File: config.mk
export PLATFORM = sky130hd
export DESIGN_NAME = spline_to_bezier_converter_core
export DESIGN_NICKNAME = d
export VERILOG_FILES = /design/src/rtl/scbc_pkg.sv /design/src/rtl/scbc_front.sv /design/src/rtl/scbc_queue.sv /design/src/rtl/scbc_back.sv /design/src/rtl/spline_to_bezier_converter_core.sv
export SDC_FILE = /design/constraint.sdc
export NUM_CORES = 2
export LEC_CHECK = 0
export BUFFER_PORTS_ARGS = -buffer_cell sky130_fd_sc_hd__clkbuf_2
export CORE_UTILIZATION = 45
export CTS_CLUSTER_DIAMETER = 80
export DETAILED_ROUTE_END_ITERATION = 7
export PLACE_DENSITY = 0.68
export SLEW_MARGIN = 20
export SYNTH_ARGS = -nofsm -noshare
export SYNTH_HDL_FRONTEND = slang
export SYNTH_SLANG_ARGS = --single-unit
File: constraint.sdc
create_clock -name clk -period 14.34 [get_ports clk]
set_input_delay 0.717 -clock clk [delete_from_list [all_inputs] [get_ports clk]]
set_output_delay 0.717 -clock clk [all_outputs]
set_load 0.02 [all_outputs]
File: src/rtl/scbc_pkg.sv
`default_nettype none
// ============================================================================
// scbc_pkg - shared types and constants of the spline to Bezier converter
// Holds the tension format, the rounding constants, the Bezier point kind
// codes and the per-segment flag group passed from the front to the back.
// ============================================================================
package scbc_pkg;

    // Tension register: tension / 3 as unsigned Q0.16, 15 bits wide.
    localparam int K_BITS = 15;
    localparam logic [K_BITS-1:0] K_MAX   = 15'd21845;
    localparam logic [K_BITS-1:0] K_RESET = 15'd10923;

    // Offsets are (k * diff + half) / 2^FRAC_BITS, truncated toward zero.
    localparam int FRAC_BITS  = 16;
    localparam int ROUND_HALF = 32768;

    // Width of the tuser field on the result side: point kind, curve done.
    localparam int USER_W = 3;

    typedef enum logic [1:0] {
        KIND_ANCHOR = 2'd0,
        KIND_CTRL1  = 2'd1,
        KIND_CTRL2  = 2'd2,
        KIND_END    = 2'd3
    } point_kind_t;

    // Flags that travel with one segment.
    typedef struct packed {
        logic anchor;    // emit the start anchor before the segment
        logic run_last;  // the segment end closes the results of its item
        logic done;      // the segment end closes the whole curve
    } seg_flags_t;

    // Width of one packed segment job: two points, four differences, flags.
    function automatic int job_width(input int coord_bits);
        return 8 * coord_bits + 4 + $bits(seg_flags_t);
    endfunction

endpackage
`default_nettype wire

File: src/rtl/scbc_front.sv
`default_nettype none
// ============================================================================
// scbc_front - point window and segment classifier
// Accepts polyline points, keeps the three previous points and turns each
// point into zero, one or two segment jobs with precomputed differences.
// ============================================================================
module scbc_front #(
    parameter int COORD_BITS = 16,
    localparam int JOB_W = scbc_pkg::job_width(COORD_BITS)
) (
    input  wire logic                         clk,
    input  wire logic                         rst_n,
    input  wire logic                         in_valid,
    output logic                              in_ready,
    input  wire logic signed [COORD_BITS-1:0] in_x,
    input  wire logic signed [COORD_BITS-1:0] in_y,
    input  wire logic                         in_final,
    output logic                              push_valid,
    input  wire logic                         push_ready,
    output logic [JOB_W-1:0]                  push_job
);
    import scbc_pkg::*;

    localparam int CB = COORD_BITS;

    typedef struct packed {
        seg_flags_t            flags;
        logic signed [CB:0]    dby;
        logic signed [CB:0]    dbx;
        logic signed [CB:0]    day;
        logic signed [CB:0]    dax;
        logic signed [CB-1:0]  p2y;
        logic signed [CB-1:0]  p2x;
        logic signed [CB-1:0]  p1y;
        logic signed [CB-1:0]  p1x;
    } job_t;

    // Builds a segment p0..p3; the back needs p1, p2, p2 - p0 and p3 - p1.
    function automatic job_t mk_job(
        input logic signed [CB-1:0] ax, input logic signed [CB-1:0] ay,
        input logic signed [CB-1:0] bx, input logic signed [CB-1:0] by,
        input logic signed [CB-1:0] cx, input logic signed [CB-1:0] cy,
        input logic signed [CB-1:0] ex, input logic signed [CB-1:0] ey,
        input logic anc, input logic rl, input logic dn);
        job_t j;
        j.p1x = bx;
        j.p1y = by;
        j.p2x = cx;
        j.p2y = cy;
        j.dax = {cx[CB-1], cx} - {ax[CB-1], ax};
        j.day = {cy[CB-1], cy} - {ay[CB-1], ay};
        j.dbx = {ex[CB-1], ex} - {bx[CB-1], bx};
        j.dby = {ey[CB-1], ey} - {by[CB-1], by};
        j.flags.anchor   = anc;
        j.flags.run_last = rl;
        j.flags.done     = dn;
        return j;
    endfunction

    logic signed [CB-1:0] wx_reg [3];
    logic signed [CB-1:0] wy_reg [3];
    logic [1:0]           seen_reg;
    logic [1:0]           seen_next;
    logic                 pend_valid_reg;
    logic                 pend_valid_next;
    job_t                 pend_job_reg;
    job_t                 job1;
    job_t                 job2;
    logic                 need1;
    logic                 need2;
    logic                 accept;
    logic signed [CB-1:0] ax;
    logic signed [CB-1:0] ay;

    assign in_ready = !pend_valid_reg && push_ready;
    assign accept   = in_valid && in_ready;

    always_comb
    begin
        ax    = (seen_reg == 2'd2) ? wx_reg[1] : wx_reg[0];
        ay    = (seen_reg == 2'd2) ? wy_reg[1] : wy_reg[0];
        need1 = 1'b0;
        need2 = 1'b0;
        job1  = '0;
        job2  = '0;
        unique case (seen_reg) inside
            2'd0:
            begin
                need1 = 1'b0;
            end
            2'd1:
            begin
                // Two-point curve: both neighbours repeat the end points.
                need1 = in_final;
                job1  = mk_job(wx_reg[2], wy_reg[2], wx_reg[2], wy_reg[2],
                               in_x, in_y, in_x, in_y, 1'b1, 1'b1, 1'b1);
            end
            2'd2, 2'd3:
            begin
                need1 = 1'b1;
                job1  = mk_job(ax, ay, wx_reg[1], wy_reg[1], wx_reg[2], wy_reg[2],
                               in_x, in_y, (seen_reg == 2'd2), !in_final, 1'b0);
                // Closing segment of the curve with the end point repeated.
                need2 = in_final;
                job2  = mk_job(wx_reg[1], wy_reg[1], wx_reg[2], wy_reg[2],
                               in_x, in_y, in_x, in_y, 1'b0, 1'b1, 1'b1);
            end
            default:
            begin
                need1 = 1'b0;
            end
        endcase
    end

    assign push_valid = pend_valid_reg || (accept && need1);
    assign push_job   = pend_valid_reg ? pend_job_reg : job1;

    always_comb
    begin
        seen_next = seen_reg;
        if (accept)
        begin
            if (in_final)
                seen_next = 2'd0;
            else if (seen_reg != 2'd3)
                seen_next = seen_reg + 2'd1;
        end
        pend_valid_next = pend_valid_reg;
        if (pend_valid_reg && push_ready)
            pend_valid_next = 1'b0;
        else if (accept && need2)
            pend_valid_next = 1'b1;
    end

    always_ff @(posedge clk or negedge rst_n)
    begin
        if (!rst_n)
        begin
            seen_reg       <= 2'd0;
            pend_valid_reg <= 1'b0;
        end
        else
        begin
            seen_reg       <= seen_next;
            pend_valid_reg <= pend_valid_next;
        end
    end

    always_ff @(posedge clk or negedge rst_n)
    begin
        if (!rst_n)
        begin
            for (int i = 0; i < 3; i++)
            begin
                wx_reg[i] <= '0;
                wy_reg[i] <= '0;
            end
        end
        else if (accept)
        begin
            wx_reg[0] <= wx_reg[1];
            wy_reg[0] <= wy_reg[1];
            wx_reg[1] <= wx_reg[2];
            wy_reg[1] <= wy_reg[2];
            wx_reg[2] <= in_x;
            wy_reg[2] <= in_y;
        end
    end

    always_ff @(posedge clk)
    begin
        if (accept && need2)
            pend_job_reg <= job2;
    end

endmodule
`default_nettype wire

File: src/rtl/scbc_queue.sv
`default_nettype none
// ============================================================================
// scbc_queue - short job queue between the front and the back
// A small register FIFO that lets either side stall on its own.
// ============================================================================
module scbc_queue #(
    parameter int WIDTH = 8,
    parameter int DEPTH = 4
) (
    input  wire logic             clk,
    input  wire logic             rst_n,
    input  wire logic             push_valid,
    output logic                  push_ready,
    input  wire logic [WIDTH-1:0] push_data,
    output logic                  pop_valid,
    input  wire logic             pop_ready,
    output logic [WIDTH-1:0]      pop_data
);
    import scbc_pkg::*;

    localparam int AW = (DEPTH > 1) ? $clog2(DEPTH) : 1;
    localparam int CW = $clog2(DEPTH + 1);

    logic [WIDTH-1:0] mem_reg [DEPTH];
    logic [AW-1:0]    wr_ptr_reg;
    logic [AW-1:0]    rd_ptr_reg;
    logic [CW-1:0]    count_reg;
    logic             do_push;
    logic             do_pop;

    function automatic logic [AW-1:0] bump(input logic [AW-1:0] p);
        return (p == AW'(DEPTH - 1)) ? '0 : p + AW'(1);
    endfunction

    assign push_ready = (count_reg != CW'(DEPTH));
    assign pop_valid  = (count_reg != '0);
    assign pop_data   = mem_reg[rd_ptr_reg];
    assign do_push    = push_valid && push_ready;
    assign do_pop     = pop_valid && pop_ready;

    always_ff @(posedge clk or negedge rst_n)
    begin
        if (!rst_n)
        begin
            wr_ptr_reg <= '0;
            rd_ptr_reg <= '0;
            count_reg  <= '0;
        end
        else
        begin
            if (do_push)
                wr_ptr_reg <= bump(wr_ptr_reg);
            if (do_pop)
                rd_ptr_reg <= bump(rd_ptr_reg);
            if (do_push && !do_pop)
                count_reg <= count_reg + CW'(1);
            else if (do_pop && !do_push)
                count_reg <= count_reg - CW'(1);
        end
    end

    always_ff @(posedge clk)
    begin
        if (do_push)
            mem_reg[wr_ptr_reg] <= push_data;
    end

endmodule
`default_nettype wire

File: src/rtl/scbc_back.sv
`default_nettype none
// ============================================================================
// scbc_back - control point arithmetic and Bezier point emitter
// Multiplies differences by k, rounds offsets toward zero, adds and saturates
// the control points, then sends the segment one point a cycle while ready.
// ============================================================================
module scbc_back #(
    parameter int COORD_BITS = 16,
    localparam int JOB_W = scbc_pkg::job_width(COORD_BITS)
) (
    input  wire logic                         clk,
    input  wire logic                         rst_n,
    input  wire logic [scbc_pkg::K_BITS-1:0]  k,
    input  wire logic                         job_valid,
    output logic                              job_ready,
    input  wire logic [JOB_W-1:0]             job_in,
    output logic                              out_valid,
    input  wire logic                         out_ready,
    output logic signed [COORD_BITS-1:0]      out_x,
    output logic signed [COORD_BITS-1:0]      out_y,
    output scbc_pkg::point_kind_t             out_kind,
    output logic                              out_last,
    output logic                              out_done
);
    import scbc_pkg::*;

    localparam int CB     = COORD_BITS;
    localparam int PROD_W = CB + K_BITS + 2;
    localparam int OFF_W  = CB + 1;

    typedef struct packed {
        seg_flags_t            flags;
        logic signed [CB:0]    dby;
        logic signed [CB:0]    dbx;
        logic signed [CB:0]    day;
        logic signed [CB:0]    dax;
        logic signed [CB-1:0]  p2y;
        logic signed [CB-1:0]  p2x;
        logic signed [CB-1:0]  p1y;
        logic signed [CB-1:0]  p1x;
    } job_t;

    typedef enum logic [2:0] {
        EM_IDLE,
        EM_ANCHOR,
        EM_CTRL1,
        EM_CTRL2,
        EM_END
    } emit_state_t;

    // Adds one half and truncates toward zero.
    function automatic logic signed [OFF_W-1:0] round_off(
        input logic signed [PROD_W-1:0] p);
        logic signed [PROD_W-1:0] s;
        logic signed [OFF_W-1:0]  q;
        s = p + $signed(PROD_W'(ROUND_HALF));
        q = s[FRAC_BITS +: OFF_W];
        if (s[PROD_W-1] && (s[FRAC_BITS-1:0] != '0))
            q = q + OFF_W'(1);
        return q;
    endfunction

    function automatic logic signed [CB-1:0] sat(input logic signed [CB+1:0] v);
        logic signed [CB-1:0] r;
        if ((v[CB+1:CB-1] == 3'b000) || (v[CB+1:CB-1] == 3'b111))
            r = v[CB-1:0];
        else if (v[CB+1])
            r = {1'b1, {(CB-1){1'b0}}};
        else
            r = {1'b0, {(CB-1){1'b1}}};
        return r;
    endfunction

    job_t                     job;
    logic signed [K_BITS:0]   k_s;

    // Multiply stage.
    logic                     m_valid_reg;
    logic signed [PROD_W-1:0] m_ax_reg;
    logic signed [PROD_W-1:0] m_ay_reg;
    logic signed [PROD_W-1:0] m_bx_reg;
    logic signed [PROD_W-1:0] m_by_reg;
    logic signed [CB-1:0]     m_p1x_reg;
    logic signed [CB-1:0]     m_p1y_reg;
    logic signed [CB-1:0]     m_p2x_reg;
    logic signed [CB-1:0]     m_p2y_reg;
    seg_flags_t               m_flags_reg;

    // Offset stage.
    logic                     o_valid_reg;
    logic signed [OFF_W-1:0]  o_ax_reg;
    logic signed [OFF_W-1:0]  o_ay_reg;
    logic signed [OFF_W-1:0]  o_bx_reg;
    logic signed [OFF_W-1:0]  o_by_reg;
    logic signed [CB-1:0]     o_p1x_reg;
    logic signed [CB-1:0]     o_p1y_reg;
    logic signed [CB-1:0]     o_p2x_reg;
    logic signed [CB-1:0]     o_p2y_reg;
    seg_flags_t               o_flags_reg;

    // Segment buffer read by the emitter.
    logic signed [CB-1:0]     s_p1x_reg;
    logic signed [CB-1:0]     s_p1y_reg;
    logic signed [CB-1:0]     s_p2x_reg;
    logic signed [CB-1:0]     s_p2y_reg;
    logic signed [CB-1:0]     s_c1x_reg;
    logic signed [CB-1:0]     s_c1y_reg;
    logic signed [CB-1:0]     s_c2x_reg;
    logic signed [CB-1:0]     s_c2y_reg;
    seg_flags_t               s_flags_reg;

    emit_state_t              state_reg;
    emit_state_t              state_next;
    logic                     out_valid_reg;
    logic                     out_valid_next;
    logic signed [CB-1:0]     out_x_reg;
    logic signed [CB-1:0]     out_x_next;
    logic signed [CB-1:0]     out_y_reg;
    logic signed [CB-1:0]     out_y_next;
    point_kind_t              out_kind_reg;
    point_kind_t              out_kind_next;
    logic                     out_last_reg;
    logic                     out_last_next;
    logic                     out_done_reg;
    logic                     out_done_next;

    logic                     out_load;
    logic                     seg_free;
    logic                     s_load;
    logic                     o_ready;
    logic                     m_ready;

    assign job = job_t'(job_in);
    assign k_s = $signed({1'b0, k});

    assign out_load  = (state_reg != EM_IDLE) && (!out_valid_reg || out_ready);
    assign seg_free  = (state_reg == EM_IDLE) || (out_load && (state_reg == EM_END));
    assign s_load    = o_valid_reg && seg_free;
    assign o_ready   = !o_valid_reg || seg_free;
    assign m_ready   = !m_valid_reg || o_ready;
    assign job_ready = m_ready;

    always_ff @(posedge clk or negedge rst_n)
    begin
        if (!rst_n)
        begin
            m_valid_reg <= 1'b0;
            o_valid_reg <= 1'b0;
        end
        else
        begin
            m_valid_reg <= (job_valid && m_ready) || (m_valid_reg && !o_ready);
            o_valid_reg <= (m_valid_reg && o_ready) || (o_valid_reg && !seg_free);
        end
    end

    always_ff @(posedge clk)
    begin
        if (job_valid && m_ready)
        begin
            m_ax_reg    <= k_s * job.dax;
            m_ay_reg    <= k_s * job.day;
            m_bx_reg    <= k_s * job.dbx;
            m_by_reg    <= k_s * job.dby;
            m_p1x_reg   <= job.p1x;
            m_p1y_reg   <= job.p1y;
            m_p2x_reg   <= job.p2x;
            m_p2y_reg   <= job.p2y;
            m_flags_reg <= job.flags;
        end
        if (m_valid_reg && o_ready)
        begin
            o_ax_reg    <= round_off(m_ax_reg);
            o_ay_reg    <= round_off(m_ay_reg);
            o_bx_reg    <= round_off(m_bx_reg);
            o_by_reg    <= round_off(m_by_reg);
            o_p1x_reg   <= m_p1x_reg;
            o_p1y_reg   <= m_p1y_reg;
            o_p2x_reg   <= m_p2x_reg;
            o_p2y_reg   <= m_p2y_reg;
            o_flags_reg <= m_flags_reg;
        end
        if (s_load)
        begin
            s_p1x_reg   <= o_p1x_reg;
            s_p1y_reg   <= o_p1y_reg;
            s_p2x_reg   <= o_p2x_reg;
            s_p2y_reg   <= o_p2y_reg;
            s_c1x_reg   <= sat({{2{o_p1x_reg[CB-1]}}, o_p1x_reg} + {o_ax_reg[CB], o_ax_reg});
            s_c1y_reg   <= sat({{2{o_p1y_reg[CB-1]}}, o_p1y_reg} + {o_ay_reg[CB], o_ay_reg});
            s_c2x_reg   <= sat({{2{o_p2x_reg[CB-1]}}, o_p2x_reg} - {o_bx_reg[CB], o_bx_reg});
            s_c2y_reg   <= sat({{2{o_p2y_reg[CB-1]}}, o_p2y_reg} - {o_by_reg[CB], o_by_reg});
            s_flags_reg <= o_flags_reg;
        end
    end

    always_comb
    begin
        state_next     = state_reg;
        out_x_next     = out_x_reg;
        out_y_next     = out_y_reg;
        out_kind_next  = out_kind_reg;
        out_last_next  = out_last_reg;
        out_done_next  = out_done_reg;
        out_valid_next = out_valid_reg && !out_ready;
        if (out_load)
        begin
            out_valid_next = 1'b1;
            out_last_next  = 1'b0;
            out_done_next  = 1'b0;
            unique case (state_reg)
                EM_ANCHOR:
                begin
                    out_x_next    = s_p1x_reg;
                    out_y_next    = s_p1y_reg;
                    out_kind_next = KIND_ANCHOR;
                    state_next    = EM_CTRL1;
                end
                EM_CTRL1:
                begin
                    out_x_next    = s_c1x_reg;
                    out_y_next    = s_c1y_reg;
                    out_kind_next = KIND_CTRL1;
                    state_next    = EM_CTRL2;
                end
                EM_CTRL2:
                begin
                    out_x_next    = s_c2x_reg;
                    out_y_next    = s_c2y_reg;
                    out_kind_next = KIND_CTRL2;
                    state_next    = EM_END;
                end
                EM_END:
                begin
                    out_x_next    = s_p2x_reg;
                    out_y_next    = s_p2y_reg;
                    out_kind_next = KIND_END;
                    out_last_next = s_flags_reg.run_last;
                    out_done_next = s_flags_reg.done;
                    state_next    = EM_IDLE;
                end
                default:
                begin
                    state_next = EM_IDLE;
                end
            endcase
        end
        if (s_load)
            state_next = o_flags_reg.anchor ? EM_ANCHOR : EM_CTRL1;
    end

    always_ff @(posedge clk or negedge rst_n)
    begin
        if (!rst_n)
        begin
            state_reg     <= EM_IDLE;
            out_valid_reg <= 1'b0;
            out_x_reg     <= '0;
            out_y_reg     <= '0;
            out_kind_reg  <= KIND_ANCHOR;
            out_last_reg  <= 1'b0;
            out_done_reg  <= 1'b0;
        end
        else
        begin
            state_reg     <= state_next;
            out_valid_reg <= out_valid_next;
            out_x_reg     <= out_x_next;
            out_y_reg     <= out_y_next;
            out_kind_reg  <= out_kind_next;
            out_last_reg  <= out_last_next;
            out_done_reg  <= out_done_next;
        end
    end

    assign out_valid = out_valid_reg;
    assign out_x     = out_x_reg;
    assign out_y     = out_y_reg;
    assign out_kind  = out_kind_reg;
    assign out_last  = out_last_reg;
    assign out_done  = out_done_reg;

endmodule
`default_nettype wire

File: src/rtl/spline_to_bezier_converter_core.sv
`default_nettype none
// ============================================================================
// spline_to_bezier_converter_core - Catmull-Rom polyline to cubic Bezier
// Streams polyline points in and chained cubic Bezier points out.
// ============================================================================
//
// Points arrive one item at a time on the s_ side, with s_tlast on the final
// point of a curve. Each segment leaves on the m_ side as first control,
// second control and end point; the first segment of a curve is preceded by
// its start anchor. The end point stands in for a missing neighbour. The
// control offsets are k times the neighbour difference, rounded by adding one
// half and truncating toward zero, and all coordinates saturate to
// COORD_BITS. A curve of a single point produces nothing. m_tlast marks the
// last result of each input item, m_tuser[2] the last result of the curve.
// The result channel carries one point a cycle while m_tready is high, and
// that emitter sets the rate. A final point after two or more points makes
// two segments and holds the input until the second one is queued. A
// point's first result is registered in the queue, then in the multiply,
// rounding, saturation and output registers. A four-entry queue between the
// classifier and the arithmetic lets the input run ahead while the output is
// stalled. The tension register clamps values above 21845 when written and
// may only be written while idle.
//
module spline_to_bezier_converter_core #(
    parameter int COORD_BITS = 16,
    localparam int DATA_W = ((2 * COORD_BITS + 7) / 8) * 8
) (
    input  wire logic                         clk,
    input  wire logic                         rst_n,
    input  wire logic                         s_tvalid,
    output logic                              s_tready,
    input  wire logic [DATA_W-1:0]            s_tdata,   // point_x, point_y
    input  wire logic                         s_tlast,   // final_point
    output logic                              m_tvalid,
    input  wire logic                         m_tready,
    output logic [DATA_W-1:0]                 m_tdata,   // out_x, out_y
    output logic                              m_tlast,   // run_last
    output logic [scbc_pkg::USER_W-1:0]       m_tuser,   // point_kind, curve_done
    input  wire logic                         cfg_valid,
    output logic                              cfg_ready,
    input  wire logic [scbc_pkg::K_BITS-1:0]  cfg_data   // tension_k
);
    import scbc_pkg::*;

    localparam int JOB_W = job_width(COORD_BITS);
    localparam int QUEUE_DEPTH = 4;

    logic [K_BITS-1:0]            tension_reg;
    logic [K_BITS-1:0]            tension_next;

    logic                         push_valid;
    logic                         push_ready;
    logic [JOB_W-1:0]             push_job;
    logic                         pop_valid;
    logic                         pop_ready;
    logic [JOB_W-1:0]             pop_job;

    logic signed [COORD_BITS-1:0] out_x;
    logic signed [COORD_BITS-1:0] out_y;
    point_kind_t                  out_kind;
    logic                         out_done;

    // The register is always ready; oversized tension is clamped on write.
    assign cfg_ready = 1'b1;

    always_comb
    begin
        tension_next = tension_reg;
        if (cfg_valid && cfg_ready)
            tension_next = (cfg_data > K_MAX) ? K_MAX : cfg_data;
    end

    always_ff @(posedge clk or negedge rst_n)
    begin
        if (!rst_n)
            tension_reg <= K_RESET;
        else
            tension_reg <= tension_next;
    end

    scbc_front #(
        .COORD_BITS (COORD_BITS)
    ) u_front (
        .clk        (clk),
        .rst_n      (rst_n),
        .in_valid   (s_tvalid),
        .in_ready   (s_tready),
        .in_x       ($signed(s_tdata[COORD_BITS-1:0])),
        .in_y       ($signed(s_tdata[2*COORD_BITS-1:COORD_BITS])),
        .in_final   (s_tlast),
        .push_valid (push_valid),
        .push_ready (push_ready),
        .push_job   (push_job)
    );

    scbc_queue #(
        .WIDTH      (JOB_W),
        .DEPTH      (QUEUE_DEPTH)
    ) u_queue (
        .clk        (clk),
        .rst_n      (rst_n),
        .push_valid (push_valid),
        .push_ready (push_ready),
        .push_data  (push_job),
        .pop_valid  (pop_valid),
        .pop_ready  (pop_ready),
        .pop_data   (pop_job)
    );

    scbc_back #(
        .COORD_BITS (COORD_BITS)
    ) u_back (
        .clk        (clk),
        .rst_n      (rst_n),
        .k          (tension_reg),
        .job_valid  (pop_valid),
        .job_ready  (pop_ready),
        .job_in     (pop_job),
        .out_valid  (m_tvalid),
        .out_ready  (m_tready),
        .out_x      (out_x),
        .out_y      (out_y),
        .out_kind   (out_kind),
        .out_last   (m_tlast),
        .out_done   (out_done)
    );

    // Coordinates packed x low, y high, zero filled to whole bytes.
    assign m_tdata = DATA_W'({out_y, out_x});
    assign m_tuser = {out_done, out_kind};

`ifndef SYNTHESIS
    // The end of a curve is always also the end of its item's results.
    a_done_is_last: assert property (@(posedge clk) disable iff (!rst_n)
        m_tvalid && out_done |-> m_tlast)
        else $error("curve_done raised without run_last");

    // Only segment end points close the results of an item.
    a_last_on_end: assert property (@(posedge clk) disable iff (!rst_n)
        m_tvalid && m_tlast |-> (out_kind == KIND_END))
        else $error("run_last on a point that is not a segment end");

    // The stored tension never leaves its legal range.
    a_tension_range: assert property (@(posedge clk) disable iff (!rst_n)
        tension_reg <= K_MAX)
        else $error("tension register above its maximum");
`endif

endmodule
`default_nettype wire

==> impl_metrics.toml <==
[outcome]
outcome = "complete, no violations"

[detailed_routing]
dr.pass1.iters = 6
postRouteAntennaNets = 0
routedWlPerCell_um = 21.5
viasPerCell = 5.55
drt-total-wl_um = 249000
vias = 64100
drc_errors = 0
drt-initial-drc-count = 5397

[critical_path]
ff2ff_setup_slack_ns = 5.91
cp_common_cell = "fa_1"
worst-path-max-fanout = 25
worst_setup_path_end_kind = "register"
startpoint = "u_queue.rd_ptr_reg[0]$_DFFE_PN0P_"
critPathLaunchType = "register"
critical-path-max-stage-delay_ns = 0.83
cp_num_cells = 23
crit_type = "reg2reg"
crit_required_ns = 14.86
r2r-end = "u_back.m_ay_reg[27]$_DFFE_PP_"
endpoint = "u_back.m_ay_reg[27]$_DFFE_PP_"
crit_slowest_cell = "dfrtp_4"
path_buf_inv = 5
crit_path_cell_trace = "buf_4 > mux4_2 > and2_1 > fa_1 > inv_1 > fa_1 > inv_1 > fa_1 > fa_1 > fa_1 > inv_1 > fa_1 > inv_1 > ha_1 > a21o_1 > a21o_1 > a31oi_1 > o211ai_1 > a2111oi_0 > nor2_1 > a311o_1 > a21oi_1 > xnor2_1"
worstPathArrival_ns = 8.95
cp_top_family = "adder cells"
reg2reg_depth = 23
r2r-start = "u_queue.rd_ptr_reg[0]$_DFFE_PN0P_"

[synth]
yosys_warnings = 0
yosysTopAreaCell = "edfxtp_1"
ys_types = 98
synth_edf_count = 1137
ys_seq_area_frac = 0.392
synthCells = 8644
synth_top_area_share = 0.350
synth_flop_cell = "edfxtp_1"
synthArstFlopShare = 0.125
ys_top_cells_by_area = "edfxtp_1 (35%), fa_1 (21%), ha_1 (6.7%)"
synth.avg_cell_area_um2 = 11.3
syn-cell-area_um2 = 97600
ys_ff_latch = 1300
syn_nets = 10300

[timing]
tightest_slew_ns = 1.16
fin_crit_sh = 0.588
fmax_mhz = 119
hold_viol = 0
rsz0062_at_grt = "false"
final-setup-viol-count = 0
min_period_ns = 8.43
finClkSkew_ns = 0.0543
relSlewSlack = 0.223
tns_ns = 0
slew_viol_final = 0

[clock_tree]
cts_buffers = 148
clock-root-buffer = "clkbuf_16"
cts_tree = "yes"
cts_max_level = 4
clkLatencyLatePin_ns = 0.82
clk_path_buf_depth = 3
clock_sinks = 1300
path_clk_slew_ns = 0.06

[cells_and_area]
n_fill_cell = 18800
area_delta_synth_final_pct = 8.65
fin_nets = 10200
largest_reg_flops = 540
drive_above_1_share = 0.0701

[floorplan]
rows = 170
fp.dieArea_um2 = 219000
die_w_um = 468
placeableCoreArea_um2 = 215000
ios = 92
start_util = 0.454
fp.dieH_um = 468

[grt]
grt_max_degree = 102
grt.total_usage = 0.231
grt_pass1_vias = 66200
grt-ovfl-total = 0
grt_pass1_wl_um = 387000
antenna_found_initial = 17

[hold_path]
hold_class = "in2reg"

[placement]
place_congestion = 0.903
hpwl_um = 183000
portBuffers = 90

[flow_run]
maxCapViolCount = 0
tightest hold or removal path: stages:
cell	delay [ns]
clkbuf_2	0.11
nand2_1	0.05
o21ai_0	0.06
timing repair:
action	4_1_cts	5_1_grt
endpoints found under the hold margin	56	0
gates resized for setup	0	0
buffers inserted	0	0
hold buffers	1	0
layout make-up:
type                    count  area [um^2]  share of cell area
multi-input cells        5596        52900               0.498
clock inverters            90         1250              0.0118
inverters                1391         5230              0.0493
well taps                2838         3550              0.0335
flip-flops and latches   1300        38300               0.361
repair buffers            152          947             0.00893
clock buffers             183         3950              0.0372
diodes                      3         7.51           0.0000708
worst min-delay path by stage:
stage	startpoint	to	slack [ns]	depth (start not counted)
2_1_floorplan	u_back.m_flags_reg[0]$_DFFE_PP_	u_back.o_flags_reg[0]$_DFFE_PP_	0.40	0
3_3_place_gp	u_back.m_p2y_reg[13]$_DFFE_PP_	u_back.o_p2y_reg[13]$_DFFE_PP_	0.40	0
3_5_place_dp	u_back.m_p1x_reg[10]$_DFFE_PP_	u_back.o_p1x_reg[10]$_DFFE_PP_	0.40	0
4_1_cts	s_tdata[16]	u_front.wy_reg[0]$_DFFE_PN0P_	0.11	3
5_1_grt	cfg_data[0]	tension_reg[0]$_DFFE_PN1P_	0.15	2
6_report	s_tdata[16]	u_front.wy_reg[0]$_DFFE_PN0P_	0.16	3
logic make-up (layout without fill, tap and decap cells):
logic type                 Yosys count  after routing  share of synthesized area
muxes                              209            209                     0.0388
other                                1              4                  0.0000384
DFF                               1300           1300                      0.392
AOI/OAI and AO/OA                 1222           1222                     0.0789
xor gates and xnor gates           339            339                     0.0304
and+or+nand+nor                   2258           2258                      0.111
adders and majority gates         1567           1567                      0.281
buffers and inverters             1748           1816                     0.0676
per-layer routing:
| layer | global-route usage | part of all wire | vias to the layer above |
|---|---|---|---|
| li1 | - | - | 28600 |
| met1 | 0.326 | 0.44 | 32800 |
| met2 | 0.366 | 0.46 | 2228 |
| met3 | 0.0412 | 0.080 | 394 |
| met4 | 0.0630 | 0.025 | 8 |
| met5 | 0 | 0.00024 | - |
stage by stage:
step                worst slack (ns)   util  cell area (um^2)  instances  hold WS (ns)
detailed placement              5.93  0.469            101000      11300         0.405
finish                          5.91  0.493            106000      11600         0.158
floorplan                       6.77      -             97600       8644         0.400
global placement                5.87  0.469            101000      11300         0.401
CTS                             5.87  0.493            106000      11500         0.111
global route                    5.46  0.493            106000      11600         0.149
cell usage in the layout, fill, tap and decap left out, types with 66 or more instances in the layout:
cell | synthesis | routed
nand2_1 | 949 | 948
mux4_2 | 135 | 135
a21o_1 | 98 | 98
clkbuf_16 | 0 | 150
xor2_1 | 109 | 109
nand3_1 | 74 | 74
fa_1 | 1047 | 1047
edfxtp_1 | 1137 | 1137
mux2i_1 | 66 | 66
ha_1 | 519 | 517
nor2_1 | 350 | 348
o21ai_0 | 363 | 349
clkbuf_2 | 2 | 89
inv_1 | 1389 | 1388
and2_1 | 543 | 537
dfrtp_1 | 155 | 144
a21oi_1 | 318 | 318
xnor2_1 | 230 | 230
synthesized netlist by cell type (12+ instances only):
| cell | count |
|---|---|
| o31ai_1 | 46 |
| nor3_1 | 64 |
| nor2b_1 | 42 |
| and2_1 | 543 |
| or3_1 | 23 |
| o21bai_1 | 24 |
| buf_1 | 32 |
| a31oi_1 | 20 |
| a21o_1 | 98 |
| a221oi_1 | 33 |
| nand2_1 | 949 |
| edfxtp_1 | 1137 |
| a22oi_1 | 47 |
| xnor2_1 | 230 |
| inv_1 | 1389 |
| nand2b_1 | 49 |
| nand4_1 | 31 |
| nor2_1 | 350 |
| a21boi_0 | 12 |
| o22ai_1 | 18 |
| fa_1 | 1047 |
| and3_1 | 31 |
| a22o_1 | 16 |
| nand3_1 | 74 |
| clkbuf_1 | 305 |
| a211oi_1 | 29 |
| a21oi_1 | 318 |
| ha_1 | 519 |
| nor4_1 | 26 |
| o21a_1 | 53 |
| buf_2 | 14 |
| mux4_2 | 135 |
| xor2_1 | 109 |
| o21ai_0 | 363 |
| or2_2 | 18 |
| dfrtp_1 | 155 |
| mux2i_1 | 66 |
Power is left out: the tool's default activity adds up to more than one toggle a clock period on the data nets, which glitch-free logic cannot reach.
